[src/rtl/robi_pkg.sv]
// shared constants for the ray against oriented box intersect unit
`default_nettype none
package robi_pkg;
  localparam int LANE_W    = 21;
  localparam int IN_W      = 464;
  localparam int OUT_W     = 24;
  localparam int LEN_W     = 21;
  localparam int DIR_EPS   = 274878;
  localparam int LDIR_W    = 44;
  localparam int D30_W     = 36;
  localparam int AXES      = 3;
  localparam int OFS_ORG   = 0;
  localparam int OFS_DIR   = 63;
  localparam int OFS_LEN   = 126;
  localparam int OFS_CTR   = 147;
  localparam int OFS_SIZE  = 210;
  localparam int OFS_ROT0  = 273;
endpackage
`default_nettype wire

[src/rtl/robi_prep.sv]
// per axis slab numerators, divisor, zero direction and slab miss flags, quotient signs
`default_nettype none
module robi_prep #(
  parameter int C = 21
) (
  input  wire logic                          clk,
  input  wire logic                          rst_n,
  input  wire logic                          en,
  input  wire logic                          in_valid,
  input  wire logic signed [C+23:0]          lo_i [3],
  input  wire logic signed [robi_pkg::LDIR_W-1:0] ld_i [3],
  input  wire logic [C-1:0]                  sz_i [3],
  input  wire logic [robi_pkg::LEN_W-1:0]    len_i,
  output logic                               out_valid,
  output logic [C+35:0]                      num_o [6],
  output logic [robi_pkg::D30_W-1:0]         den_o [6],
  output logic [32:0]                        side_o
);
  import robi_pkg::*;
  localparam int LOW = C + 24;
  localparam int NSW = C + 14;
  localparam int NW  = C + 36;

  logic [NW-1:0]    num_r [6];
  logic [D30_W-1:0] den_r [6];
  logic [2:0]       zdir_r, zmiss_r, neg1_r, neg2_r;
  logic [LEN_W-1:0] len_r;
  logic             v_r;

  logic [2:0]        zdir, zmiss, neg1, neg2;
  logic [NSW-1:0]    mag1 [3], mag2 [3];
  logic [D30_W-1:0]  dmag [3];

  for (genvar i = 0; i < 3; i++) begin : g_ax
    logic signed [LDIR_W:0]  ldx, absd;
    logic signed [LOW-1:0]   h27;
    logic signed [NSW-1:0]   o16, h16, n1, n2;
    logic signed [D30_W:0]   dx;
    assign ldx  = {ld_i[i][LDIR_W-1], ld_i[i]};
    assign absd = ldx[LDIR_W] ? -ldx : ldx;
    assign zdir[i] = absd < $signed((LDIR_W+1)'(DIR_EPS));
    assign h27  = $signed({6'b0, sz_i[i], 18'b0});
    assign zmiss[i] = zdir[i] && (lo_i[i] < -h27 || lo_i[i] > h27);
    assign o16  = $signed({lo_i[i][LOW-1], lo_i[i][LOW-1:11]});
    assign h16  = $signed({7'b0, sz_i[i], 7'b0});
    assign n1   = -h16 - o16;
    assign n2   = h16 - o16;
    assign mag1[i] = n1[NSW-1] ? NSW'(-n1) : NSW'(n1);
    assign mag2[i] = n2[NSW-1] ? NSW'(-n2) : NSW'(n2);
    assign dx   = {ld_i[i][LDIR_W-1], ld_i[i][LDIR_W-1:8]};
    assign dmag[i] = dx[D30_W] ? D30_W'(-dx) : D30_W'(dx);
    assign neg1[i] = n1[NSW-1] ^ dx[D30_W];
    assign neg2[i] = n2[NSW-1] ^ dx[D30_W];
  end

  always_ff @(posedge clk) begin
    if (!rst_n) begin
      v_r <= 1'b0;
    end else if (en) begin
      v_r <= in_valid;
    end
  end

  always_ff @(posedge clk) begin
    if (en) begin
      for (int i = 0; i < 3; i++) begin
        num_r[2*i]   <= {mag1[i], 22'b0};
        num_r[2*i+1] <= {mag2[i], 22'b0};
        den_r[2*i]   <= dmag[i];
        den_r[2*i+1] <= dmag[i];
      end
      zdir_r  <= zdir;
      zmiss_r <= zmiss;
      neg1_r  <= neg1;
      neg2_r  <= neg2;
      len_r   <= len_i;
    end
  end

  assign out_valid = v_r;
  assign num_o     = num_r;
  assign den_o     = den_r;
  assign side_o    = {len_r, neg2_r, neg1_r, zmiss_r, zdir_r};
endmodule
`default_nettype wire

[config.mk]
export PLATFORM = sky130hd
export DESIGN_NAME = robi_prep
export DESIGN_NICKNAME = d
export VERILOG_FILES = /design/src/rtl/robi_pkg.sv /design/src/rtl/robi_prep.sv
export SDC_FILE = /design/constraint.sdc
export NUM_CORES = 1
export LEC_CHECK = 0
export ABC_AREA = 1
export ABC_CLOCK_PERIOD_IN_PS = 3450
export CAP_MARGIN = 20
export CORE_AREA = 2 2 364 366
export DETAILED_ROUTE_END_ITERATION = 7
export DIE_AREA = 0 0 366 368
export DONT_BUFFER_PORTS = 1
export GPL_ROUTABILITY_DRIVEN = 0
export PLACE_DENSITY_LB_ADDON = 0.12
export SETUP_SLACK_MARGIN = 0.5
export SKIP_CTS_REPAIR_TIMING = 1
export SYNTH_ARGS = -nofsm -noshare
export SYNTH_HDL_FRONTEND = slang
export SYNTH_SLANG_ARGS = --single-unit
[constraint.sdc]
create_clock -name clk -period 3.45 [get_ports clk]
set_clock_uncertainty 0.15 [all_clocks]
set_input_delay 0.345 -clock clk [delete_from_list [all_inputs] [get_ports clk]]
set_output_delay 0.345 -clock clk [all_outputs]
set_load 0.01 [all_outputs]
After elaboration in Yosys (flattened, before gate mapping)
Index checks and enable logic that the tools add are counted.
{"block": "word_totals", "regBits": 352}
{"block": "op_classes", "reduce_logical": 6, "add_sub_neg": 24, "bitwise_logic": 6, "mux": 12, "order_cmp": 9}
{"operator": "$neg A35 Y35", "count": 6}
{"operator": "$mux W34", "count": 6}
{"operator": "$gt A45 B40 Y1", "count": 3}
{"operator": "$lt A45 B20 Y1 const B", "count": 3}
{"operator": "$lt A45 B45 Y1", "count": 3}
{"operator": "$mux W45", "count": 3}
{"operator": "$neg A39 Y45", "count": 3}
{"operator": "$neg A44 Y45", "count": 3}
{"operator": "$neg A36 Y36", "count": 3}
{"operator": "$mux W35", "count": 3}
{"operator": "$neg A28 Y35", "count": 3}
{"operator": "$sub A29 B34 Y35", "count": 3}
{"operator": "$sub A35 B34 Y35", "count": 3}
{"operator": "$xor A1 B1 Y1", "count": 6}
{"operator": "$logic_and A1 B1 Y1", "count": 3}
{"operator": "$logic_or A1 B1 Y1", "count": 3}

Logic depth before layout (Yosys ltp)
{"block": "logic_depth", "depth_word": 4, "mapped_depth": 26, "depth_no_buf": 26}

Least setup slack after synthesis
Ideal clock, no wire load.
{"block": "synth_path", "kind": "input to register", "startpoint": "in sz_i[1] (netlist name)", "endpoint": "reg zmiss_r[2] (data pin)", "arrival_ns": 3.186, "required_time_ns": 3.048, "path_slack_ns": -0.138, "cell_stages": 25, "path_buffers": 0, "path_cell_list": "inv_1 > ha_1 > nand2_1 > nor2_2 > nand3_2 > nor3_2 > nand3_1 > nor2_2 > nand3_2 > nor2_1 > nand3_1 > nor2_2 > nand3_1 > xor2_1 > ha_1 > nand2_1 > nor2_1 > nand2_1 > nor4_1 > nand4_1 > nand4_1 > xnor2_1 > nand2_1 > inv_1 > nor2_1"}
{"block": "synth_via", "elab_chain_cells": 4, "elab_cells_between_ends": 5, "classes_between": "1 x add/sub; 2 x order compare; 2 x reduce/logical"}
{"element": "start: declaration", "line_no": "robi_prep.sv:12", "rtl": "input wire logic [C-1:0] sz_i [3],"}
{"element": "$neg A39 Y45", "line_no": "robi_prep.sv:43", "rtl": "assign zmiss[i] = zdir[i] && (lo_i[i] < -h27 || lo_i[i] > h27);"}
{"element": "$lt A45 B45 Y1", "line_no": "robi_prep.sv:43"}
{"element": "$logic_or A1 B1 Y1 *", "line_no": "robi_prep.sv:43"}
{"element": "$logic_and A1 B1 Y1 *", "line_no": "robi_prep.sv:43"}
{"element": "named net zmiss[2]", "line_no": "robi_prep.sv:30", "rtl": "logic [2:0] zdir, zmiss, neg1, neg2;"}
{"element": "end signal: assignment", "line_no": "robi_prep.sv:73", "rtl": "zmiss_r <= zmiss;"}
{"element": "end: declaration", "line_no": "robi_prep.sv:26", "rtl": "logic [2:0] zdir_r, zmiss_r, neg1_r, neg2_r;"}
The timed path passes the listed nets; every way through them passes the cells marked *.
A chain may end at the register's enable or synchronous reset.

Final worst setup path
{"block": "layout_path", "startpoint": "in sz_i[43] (netlist name)", "endpoint": "reg zmiss_r[0] (data pin)"}
The elaborated chain is that of the path after synthesis.

==> metrics.txt <==
initial core utilization 0.341; share of cells above drive strength 1 0.105; Internal Power ~11 mW; wire length on met2 85.1 mm; most frequent cells in the layout 2224 x nand2_1, 1160 x inv_1, 714 x nor2_1; die width approximately 370 um; Main synth FF type edfxtp_1; sequential group share of total power 0.347; FF-to-FF Start out_valid; post-synthesis cell type count 58; uppermost routed layer met5; Layout Utilization 0.399; routed length on met3 ~14 mm; H-tree depth 2; Routed WL per cell around 20 um; M1 WL between 70 and 80 mm; max-capacitance violation count 0; synthesized cell area approximately 45000 um^2; CP Launch Type input pin; Nets 8222; reg-to-reg endpoint out_valid; CTS root buf clkbuf_16; clk buf depth 3; port buffer count 0; Synth Area in Simple Gates 0.371; Worst Setup End Kind flip-flop; min-delay src en; vias in the first global route just over 40000; Switch Pwr about 7.5 mW; post-synthesis mux area share 0; CTS tree done; Final Hold Vio Count between 90 and 100; vias about 45000; largest family of logic cells by synthesized area simple AND/OR/NAND/NOR gates; Antenna Nets Post-Route 0; Clk pwr share 0.269; synth warn 0; drt first pass iters 6; Synth Area in Adders 0.116; sequential element share of the synthesized area 0.235; die area ~130000 um^2; Sw Share 0.406; critical path arrival 3.44 ns; Clk Latency, worst-skew pair a little over 0.6 ns; Compound-Gate Fraction of Synth Area 0.0599; Initial DRC Count ~3500; RSZ-0062 raised after global routing yes; Pleak ~27 nW; Logic pwr share 0.384; Post-DP HPWL ~150 mm; CTS buffer count 46; slowest cell on the critical path ha_1; I/O pins 947; ratio of total power to cell area roughly 350 nW/um^2; Gate Count Post-Synth between 6000 and 7000; pin slew with the least headroom to its limit 1.33 ns; site row count 133; DP Worst Slack -0.420 ns; # fillers 14300; gr usage total 0.250; placed instance area 48300 um^2; slew margin rel. 0.113; Hold WC Path Type input pin to flip-flop; Die Height 368 um; Core Region between 100000 and 150000 um^2; final instance count without filler cells about 9300; first-pass GRT wire length about 260 mm; Hold Path End num_o[168]; slack of the worst reg-to-reg path 2.00 ns; Hold Path Cell Cnt 0; clock transition at the registers of the reported paths 0.06 ns; largest net degree at the start of global routing around 350; Post-synth EDFFs roughly 350; fraction of registers with async set/reset 0; xor/xnor share of the synthesized area 0.0712; Max Freq roughly 310 MHz; Avg Cell Area, Syn about 6.4 um^2; Worst Reg-to-Reg Cells 3; Routed WL between 150 and 200 mm; Crit path largest cell delay ~0.30 ns; Setup CP Type input pin to flip-flop; final period utilization 0.938; clock sinks 349; worst vdd ir about 0.35 mV; Layout area overhead 17.2%; via/cell ratio slightly below 5; Worst Path Required between 3 and 4 ns; Overflow after GRT 0; min cycle time layout about 3.2 ns; commonest non-fill, non-tap cell in the layout nand2_1; status finished, violations left; FF+latch count, synth 349; violated checks hold timing; final setup fails 0; Final Slew Violations 0; initial antenna violation count 8; Final WS setup between 0.2 and 0.25 ns; hold slack -0.315 ns; Final Instance Area 52200 um^2; drt drc 0; placed cells around 9000; highest net fanout along the worst path 4
power by group through the flow:
| stage | clock [mW] | sequential [mW] | combinational, mW |
|---|---|---|---|
| after floorplan | 0 | 6.10 | 4.65 |
| after global placement | 0 | 6.53 | 6.72 |
| after detailed placement | 0 | 6.50 | 6.73 |
| after CTS | 5.19 | 6.44 | 6.78 |
| after global routing | 5.33 | 6.47 | 7.91 |
| final | 4.98 | 6.42 | 7.11 |
per-stage QoR:
stage | hold WS [ns] | TNS (ns) | power, mW
floorplan | 0.288 | -0.0207 | 10.7
global placement | 0.294 | -1.42 | 13.3
detailed placement | 0.294 | -1.44 | 13.2
CTS | -0.437 | 0 | 18.4
global route | -0.363 | -0.0533 | 19.7
finish | -0.315 | 0 | 18.5
synth_stat cells (3+ instances only):
cell type  instances  area, um^2
inv_2             26        97.6
nor2_4            14         158
nand3b_1          26         195
fa_1               3        60.1
a21oi_1          226        1130
edfxtp_1         348       10500
a31oi_1            6        37.5
buf_6              3        33.8
buf_4            249        1870
o21bai_1          27         203
buf_2             20         100
inv_1           1167        4380
nand2_2           61         382
a2111oi_0          3        26.3
o2111ai_1          3        26.3
nand2_1         2242        8420
nor3_2            11         110
nand2_4            5        56.3
clkinv_1           8        30.0
nor2_1           743        2790
and2_1            15        93.8
o22ai_1            4        25.0
o21ai_0          161         806
nand3_1          483        2420
xnor2_1           47         412
nand3_2           17         170
ha_1             408        5100
nor4_1            17         106
o211ai_1           9        67.6
o21ai_2           10        87.6
o21ai_1           17        85.1
nand4_1          143         895
xor2_1           310        2720
nor3_1            68         340
o31ai_1            4        30.0
a21oi_2            5        43.8
clkbuf_1          11        41.3
nor2_2            39         244
or2_2              8        50.1
registers in the layout, summed over array words and instances, names as in the netlist:
signal and count:
neg1_r 3, den_o 108, zdir_r 3, len_r 21, num_o 207, neg2_r 3, zmiss_r 3, out_valid 1
per-layer routing:
layer  GRT usage  vias up
li1            -    22600
met1       0.304    20600
met2       0.433     1670
met3      0.0569      332
met4      0.0859        2
met5           0        -
critical path, delay by kind of cell:
family	cells	cell delay [ns]
adder cells (fa/ha/maj)	2	0.44
AO/OA/AOI/OAI	3	0.28
buffers and inverters	3	0.13
AND/OR/NAND/NOR	17	2.22
cell type report:
| class | instances | area [um^2] | area share |
|---|---|---|---|
| clock inverters | 30 | 348 | 0.00666 |
| diodes | 4 | 10.0 | 0.000192 |
| clock buffers | 54 | 1180 | 0.0226 |
| multi-input cells | 5289 | 28500 | 0.547 |
| repair buffers | 569 | 4840 | 0.0927 |
| flip-flops and latches | 349 | 10500 | 0.201 |
| inverters | 1201 | 4610 | 0.0884 |
| well taps | 1755 | 2200 | 0.0421 |
logic make-up (layout without fill, tap and decap cells):
group                      Yosys count  after routing
adders and majority gates          411            411
and+or+nand+nor                   3901           3901
DFF                                349            349
buffers and inverters             1485           1854
other                                1            136
AOI/OAI and AO/OA                  486            486
xor gates and xnor gates           359            359
worst max path at each step:
stage	start	slack, ns	to
2_1_floorplan	sz_i[1]	-0.02	zmiss_r[2]
3_3_place_gp	sz_i[22]	-0.46	zmiss_r[1]
3_5_place_dp	sz_i[22]	-0.42	zmiss_r[1]
4_1_cts	sz_i[42]	0.28	zmiss_r[0]
5_1_grt	sz_i[43]	-0.05	zmiss_r[0]
6_report	sz_i[43]	0.22	zmiss_r[0]
(Power assumes the default switching activity.)
