File: config.mk
export PLATFORM = sky130hd
export DESIGN_NAME = robi_resolve
export DESIGN_NICKNAME = d
export VERILOG_FILES = /design/src/rtl/robi_pkg.sv /design/src/rtl/robi_resolve.sv
export SDC_FILE = /design/constraint.sdc
export NUM_CORES = 2
export LEC_CHECK = 0
export BUFFER_PORTS_ARGS = -buffer_cell sky130_fd_sc_hd__buf_2
export CAP_MARGIN = 20
export CORE_MARGIN = 2
export CORE_UTILIZATION = 30
export CTS_CLUSTER_DIAMETER = 60
export DETAILED_ROUTE_END_ITERATION = 6
export PLACE_DENSITY_LB_ADDON = 0.05
export SKIP_LAST_GASP = 1
export SLEW_MARGIN = 20
export SYNTH_ARGS = -nofsm -noshare
export SYNTH_HDL_FRONTEND = slang
export SYNTH_SLANG_ARGS = --single-unit
File: constraint.sdc
create_clock -name clk -period 12.4 [get_ports clk]
set_clock_uncertainty 0.1 [all_clocks]
set_input_delay 2.48 -clock clk [delete_from_list [all_inputs] [get_ports clk]]
set_output_delay 2.48 -clock clk [all_outputs]
set_load 0.005 [all_outputs]
File: src/rtl/robi_pkg.sv
// shared constants for the ray against oriented box intersect unit
`default_nettype none
package robi_pkg;
  localparam int LANE_W    = 21;
  localparam int IN_W      = 464;
  localparam int OUT_W     = 24;
  localparam int LEN_W     = 21;
  localparam int DIR_EPS   = 274878;
  localparam int LDIR_W    = 44;
  localparam int D30_W     = 36;
  localparam int AXES      = 3;
  localparam int OFS_ORG   = 0;
  localparam int OFS_DIR   = 63;
  localparam int OFS_LEN   = 126;
  localparam int OFS_CTR   = 147;
  localparam int OFS_SIZE  = 210;
  localparam int OFS_ROT0  = 273;
endpackage
`default_nettype wire

File: src/rtl/robi_resolve.sv
// signed slab bounds, interval merge, hit decision and output register
`default_nettype none
module robi_resolve #(
  parameter int NW = 57
) (
  input  wire logic          clk,
  input  wire logic          rst_n,
  input  wire logic          en,
  input  wire logic          in_valid,
  input  wire logic [NW-1:0] quo_i [6],
  input  wire logic [32:0]   side_i,
  output logic               out_valid,
  output logic               hit_o,
  output logic [robi_pkg::LEN_W-1:0] dist_o
);
  import robi_pkg::*;
  localparam int TW = NW + 2;
  localparam logic signed [TW-1:0] T_INF = $signed({2'b01, {NW{1'b0}}});

  logic signed [TW-1:0] amin_r [3], amax_r [3];
  logic                 zmiss_r, v0_r, v1_r, hit_r;
  logic [LEN_W-1:0]     len_r, dist_r;

  logic [2:0] zdir, zmiss, neg1, neg2;
  assign zdir  = side_i[2:0];
  assign zmiss = side_i[5:3];
  assign neg1  = side_i[8:6];
  assign neg2  = side_i[11:9];

  logic signed [TW-1:0] amin [3], amax [3];
  for (genvar i = 0; i < 3; i++) begin : g_ax
    logic signed [TW-1:0] q1, q2, t1, t2;
    assign q1 = $signed({2'b00, quo_i[2*i]});
    assign q2 = $signed({2'b00, quo_i[2*i+1]});
    assign t1 = neg1[i] ? -q1 : q1;
    assign t2 = neg2[i] ? -q2 : q2;
    assign amin[i] = zdir[i] ? -T_INF : ((t1 > t2) ? t2 : t1);
    assign amax[i] = zdir[i] ? T_INF  : ((t1 > t2) ? t1 : t2);
  end

  logic signed [TW-1:0] tmin01, tmax01, tmin, tmax, lenx, hitd0, hitd;
  logic                 miss;
  always_comb begin
    tmin01 = (amin_r[0] > amin_r[1]) ? amin_r[0] : amin_r[1];
    tmin   = (tmin01 > amin_r[2]) ? tmin01 : amin_r[2];
    tmax01 = (amax_r[0] < amax_r[1]) ? amax_r[0] : amax_r[1];
    tmax   = (tmax01 < amax_r[2]) ? tmax01 : amax_r[2];
    lenx   = $signed({{(TW-LEN_W){1'b0}}, len_r});
    hitd0  = tmin[TW-1] ? tmax : tmin;
    hitd   = hitd0[TW-1] ? '0 : hitd0;
    miss   = zmiss_r || tmin > tmax || tmax[TW-1] || tmin > lenx
          || !(tmin > 0 || tmax > 0) || hitd > lenx;
  end

  always_ff @(posedge clk) begin
    if (!rst_n) begin
      v0_r <= 1'b0;
      v1_r <= 1'b0;
    end else if (en) begin
      v0_r <= in_valid;
      v1_r <= v0_r;
    end
  end

  always_ff @(posedge clk) begin
    if (en) begin
      amin_r  <= amin;
      amax_r  <= amax;
      zmiss_r <= |zmiss;
      len_r   <= side_i[32:12];
      hit_r   <= !miss;
      dist_r  <= miss ? '0 : hitd[LEN_W-1:0];
    end
  end

  assign out_valid = v1_r;
  assign hit_o     = hit_r;
  assign dist_o    = dist_r;
endmodule
`default_nettype wire

Yosys cells after proc, flatten, opt, wreduce, memory -nomap -nowiden
Index checks and enable logic that the tools add are counted.
Widths: inputs -> output; s select.
{ "word_totals": {"inputBits": 379, "elab_cells": 57, "reg_bits": 400, "output_inout_bits": 23} }
{ "classes": {"add_sub_neg": 6, "n_reduce_logical": 9, "n_mux": 18, "order_cmp": 12} }
{ "op_table": {"columns": ["cell", "count"], "rows": [
  ["$mux 59", 17],
  ["$gt 59x59->1", 6],
  ["$neg 57->59", 6],
  ["$gt 59x1->1 const B", 2],
  ["$lt 59x59->1", 2],
  ["$gt 59x22->1", 1],
  ["$gt 58x21->1", 1],
  ["$mux 58", 1],
  ["$logic_or 1x1->1", 6],
  ["$reduce_or 3->1", 1],
  ["$logic_not 1->1", 2]
]} }

Logic depth before layout (Yosys ltp)
{ "depth": {"ltp_word": 11, "mapped_depth": 43, "ltp_nobuf": 37} }

Worst setup path before layout
OpenSTA, ideal clock, no wires.
{ "synth_timing": {"kind": "register to register", "startpoint": "register amax_r[176] in the netlist's numbering", "endpoint": "register hit_r, in the netlist hit_o (data pin)", "path_slack_ns": 2.459, "path_stages_with_launch": 42, "path_buffers": 10, "setup_ns": 0.167, "arrival_ns": 9.674, "t_required_ns": 12.133, "synth_period_minus_slack_ns": 9.941, "cell_sequence": "edfxtp_1 -> ha_1 -> clkbuf_1 -> nand4_1 -> nor4_1 -> a21boi_0 -> nor3_1 -> nand2_1 -> xor2_1 -> clkbuf_1 -> clkbuf_1 -> clkbuf_1 -> o21ai_0 -> ha_1 -> and4_1 -> nand2_1 -> nor4_1 -> nand3_1 -> (+6 left out) -> clkbuf_1 -> buf_1 -> buf_1 -> mux2i_1 -> ha_1 -> a21o_1 -> a21o_1 -> a21o_1 -> a21o_1 -> a21o_1 -> a21o_1 -> o211a_1 -> o211a_1 -> a211oi_1 -> a31oi_1 -> o211a_1 -> clkbuf_1 -> a211oi_1"} }
{ "synth_between": {"elab_chain_len": 11, "elab_cells_between_ends": 17, "classes_between": "order compare (5); mux (4); reduce/logical (8)"} }
{ "synth_rtl": {"columns": ["item", "line_no", "source"], "rows": [
  ["from (decl)", "robi_resolve.sv:20", "logic signed [TW-1:0] amin_r [3], amax_r [3];"],
  ["from (signal assigned)", "robi_resolve.sv:68", "amax_r <= amax;"],
  ["$lt 59x59->1", "robi_resolve.sv:46", "tmax01 = (amax_r[0] < amax_r[1]) ? amax_r[0] : amax_r[1];"],
  ["$mux 59 *", "robi_resolve.sv:46", null],
  ["$lt 59x59->1", "robi_resolve.sv:47", "tmax = (tmax01 < amax_r[2]) ? tmax01 : amax_r[2];"],
  ["$mux 59 *", "robi_resolve.sv:47", null],
  ["$gt 59x59->1", "robi_resolve.sv:51", "miss = zmiss_r || tmin > tmax || tmax[TW-1] || tmin > lenx"],
  ["$logic_or 1x1->1 (3 in series)", "robi_resolve.sv:51", null],
  ["$logic_or 1x1->1", "robi_resolve.sv:52", "|| !(tmin > 0 || tmax > 0) || hitd > lenx;"],
  ["$logic_or 1x1->1 *", "robi_resolve.sv:52", null],
  ["$logic_not 1->1 *", "robi_resolve.sv:71", "hit_r <= !miss;"],
  ["to (signal assigned)", "robi_resolve.sv:71", null],
  ["to (decl)", "robi_resolve.sv:21", "logic zmiss_r, v0_r, v1_r, hit_r;"]
]} }
Every way passes the cells marked *; elsewhere a longest branch is shown, timed or not.
A chain may end at the register's enable or synchronous reset.

Worst setup path after layout
{ "layout_timing": {"startpoint": "register amin_r[160] in the netlist's numbering", "endpoint": "register dist_r[1], in the netlist dist_o[1] (data pin)"} }
{ "layout_between": {"elab_cells_between_ends": 17, "classes_between": "order compare (6); mux (4); reduce/logical (7)"} }
{ "layout_rtl": {"columns": ["item", "line_no", "source"], "rows": [
  ["from (decl)", "robi_resolve.sv:20", null],
  ["from (signal assigned)", "robi_resolve.sv:67", "amin_r <= amin;"],
  ["$gt 59x59->1", "robi_resolve.sv:44", "tmin01 = (amin_r[0] > amin_r[1]) ? amin_r[0] : amin_r[1];"],
  ["$mux 59 *", "robi_resolve.sv:44", null],
  ["$gt 59x59->1", "robi_resolve.sv:45", "tmin = (tmin01 > amin_r[2]) ? tmin01 : amin_r[2];"],
  ["$mux 59 *", "robi_resolve.sv:45", null],
  ["$mux 59 *", "robi_resolve.sv:49", "hitd0 = tmin[TW-1] ? tmax : tmin;"],
  ["$mux 58 *", "robi_resolve.sv:50", "hitd = hitd0[TW-1] ? '0 : hitd0;"],
  ["via hitd[15]", "robi_resolve.sv:41", "logic signed [TW-1:0] tmin01, tmax01, tmin, tmax, lenx, hitd0, hitd;"],
  ["$gt 58x21->1 *", "robi_resolve.sv:52", null],
  ["$logic_or 1x1->1 *", "robi_resolve.sv:52", null],
  ["to (signal assigned)", "robi_resolve.sv:72", "dist_r <= miss ? '0 : hitd[LEN_W-1:0];"],
  ["to (decl)", "robi_resolve.sv:22", "logic [LEN_W-1:0] len_r, dist_r;"]
]} }
Mark *: on every way through the listed nets, which the timed path passes. The rest lies on a longest branch.

==> summary.txt <==
Status
  • Status: completed

Detailed routing
  • DRC marker count from the first detailed-route iteration: 2,540
  • Total iterations of the first detailed-routing run: 6
  • Via total after detailed routing: 35,006
  • Post-DR wirelength/cell: 24.6 um
  • Remaining routing DRC violations: 0
  • Antenna Nets Post-Route: 0
  • Vias per cell: 5.32
  • Detailed Route WL: 162,000 um

Synth
  • Netlist area before placement: 41,200 um2
  • Seq/Total Area, Yosys: 29.1%
  • Number of enable-type register cells in the synthesized netlist: 398
  • Per-instance average area after synthesis: 9.26 um2
  • Distinct cell type count of the synthesized netlist: 66
  • Number of register bits inferred by synthesis: 400
  • Main area contributors after synthesis: edfxtp_1, ha_1, mux2_2
  • Leading cell type by number of instances after synthesis: ha_1
  • Nets in the synthesized netlist: 5,345
  • Post-Syn Instances: 4,448
  • Synth cell count leaders: ha_1, edfxtp_1, mux2_2
  • Ys flop type: edfxtp_1
  • Area share of the leading cell type in the synthesized netlist: 29.0%
  • Share of synthesized flip-flops with an asynchronous set or reset: 0%
  • Largest area contributor in the synthesized netlist: edfxtp_1
  • Number of warnings issued by yosys: 0

Global route
  • Global-route wire length before repair: 233,000 um
  • Via count of the first global-routing pass: 34,148
  • Largest net degree at the start of global routing: 143
  • Aggregate global-route resource usage: 22.3%
  • Total gr overflow: 0
  • Number of antenna violations at the first check in global routing: 8

Pwr
  • Max VDD drop: 0.149 mV
  • Power density cells: 165 nW/um2
  • Leakage component of the power: 19.8 nW

CTS
  • Count of buffers added by post-CTS timing repair for setup: 0
  • Total number of clock tree sinks: 400
  • Hold buffers post-CTS: 0
  • Number of H-tree levels: 2
  • PostCTS Resize Cnt: 0
  • CTS clock-pin slew for the worst setup and hold paths: 0.06 ns
  • Clock latency on the worst-skew pair: 0.63 ns
  • CTS tree: built
  • Root buffer cell: clkbuf_16
  • Number of CTS-inserted buffers: 49
  • Max Buffers Root-to-Sink: 3

Placed design
  • Post-detail-place hpwl: 138,000 um
  • Routability cong.: 0.934
  • Number of buffer cells added on primary ports: 401
  • Place WS: 1.60 ns
  • Placed Area: 45,200 um2

Critical path
  • Most frequent cell on the critical path: a21oi_1
  • Critical Path Max Stage Delay: 0.98 ns
  • Arrival @ worst endpoint: 11.29 ns
  • Startpoint of the lowest-slack register-to-register path: amin_r[160]$_SDFFCE_PP0P_
  • Max Fanout on Critical Path: 45
  • Type of destination of the critical path: flip-flop
  • Critical path startpoint category: flip-flop
  • Category of the most critical setup path: reg2reg
  • Worst setup path startpoint: amin_r[160]$_SDFFCE_PP0P_
  • Critical Path Slowest Stage Cell: nor4_1
  • Worst EP required: 12.69 ns

Timing
  • Setup Viol. Count Final: 0
  • Tightest Pin Transition: 1.21 ns
  • Slew margin rel.: 19.6%
  • Maximum frequency from static timing analysis: 90.9 MHz
  • Worst path setup slack after routing: 1.40 ns
  • Setup repair after global routing missed its margin: false
  • Final min period: 11.00 ns
  • Final Max Slew Viols: 0
  • Post-route clock period utilization: 88.7%
  • Final hold violation count: 0
  • Sum of negative setup slack: 0 ns

Cells and area
  • Net count, final: 5,658
  • Share of cells above drive strength 1: 19.5%
  • Final standard cell area without fillers: 46,700 um2
  • Fill cell total of the finished layout: 14,171
  • Synth-to-layout area growth: 13.4%

Floorplan
  • Effective utilization at floorplan: 30.3%
  • Horizontal die dimension: 375 um
  • Die ar.: 140,000 um2
  • Total core area: 136,000 um2
  • Height of the chip: 375 um
  • Number of placement rows: 135
  • IO Pins: 402

Worst hold path
  • Classification of the worst-slack hold path: reg2reg
  • Launch instance of the worst min-delay path: out_valid$_SDFFE_PN0P_

Job
  • Max_cap viols: 0
==> flip-flops by register name, indices dropped and copies added (netlist names) <==
name       flops
dist_o        21
len_r         21
out_valid      1
v0_r           1
amin_r       177
amax_r       177
zmiss_r        1
hit_o          1
==> layout make-up <==
cell class              instances  area [um2]  area share (%)
clock buffers                  57        1300            2.78
repair buffers                433        2290            4.90
inverters                     290        1090            2.33
diodes                          2        5.00          0.0107
well taps                    1781        2230            4.77
clock inverters                33         273           0.584
flip-flops and latches        400       12000            25.7
multi-input cells            3587       27600            59.0
==> stage by stage <==
stage               power, W  util [%]  hold slack (ns)  cells
finish               0.00771      34.4            0.413   6583
global route         0.00829      34.4            0.435   6581
CTS                  0.00773      34.4            0.418   6581
detailed placement   0.00626      33.2            0.404   6491
global placement     0.00632      33.2            0.412   6491
floorplan            0.00476         -            0.382   4448
==> worst max-delay path, delay by kind of cell (launching register included) <==
family | cells | cell delay, ns
muxes | 1 | 0.71
AOI/OAI and AO/OA | 17 | 4.57
adders and majority gates | 4 | 1.37
buffers and inverters | 4 | 1.09
DFF | 1 | 0.50
and+or+nand+nor | 8 | 2.41
==> power breakdown <==
group	switching, W	internal, W
combinational	0.00262	0.00169
clock	0.000629	0.000801
sequential	0.000248	0.00173
==> placed cells by master, fill, tap and decap left out, types with 69 or more instances in the layout <==
| cell type | count |
|---|---|
| ha_1 | 518 |
| edfxtp_1 | 398 |
| buf_2 | 397 |
| mux2_2 | 380 |
| o21ai_0 | 314 |
| nor2_1 | 301 |
| inv_1 | 290 |
| nand2_1 | 290 |
| nor2b_1 | 198 |
| xor2_1 | 177 |
| a21oi_1 | 159 |
| xnor2_1 | 155 |
| nand4_1 | 119 |
| nor4_1 | 114 |
| a21o_1 | 113 |
| o31ai_1 | 98 |
| mux2i_1 | 95 |
| or3_1 | 69 |
==> metal layers <==
layer / vias up / GRT usage [%] / share of wire, %
met1: 16913 / 30.9 / 47
met3: 113 / 1.94 / 3.8
met2: 807 / 37.8 / 48
li1: 17173 / - / -
met5: - / 0 / 0
met4: 0 / 4.23 / 1.9
==> final timing paths <==
check / end / depth (start not counted) / slack, ns
max: dist_o[1]$_SDFFCE_PP0P_ / 34 / 1.40
min: out_valid$_SDFFE_PN0P_ / 2 / 0.41
max reg2reg: dist_o[1]$_SDFFCE_PP0P_ / 34 / 1.40
min reg2reg: out_valid$_SDFFE_PN0P_ / 2 / 0.41
==> cell families after synthesis <==
kind of cell	count (synthesis)	synth area share (%)
muxes	479	12.8
and+or+nand+nor	1363	17.2
xor gates and xnor gates	333	7.08
adders and majority gates	518	15.7
DFF	400	29.1
buffers and inverters	461	4.21
AOI/OAI and AO/OA	894	13.9
Note: power is estimated with default switching activity, not from simulation.
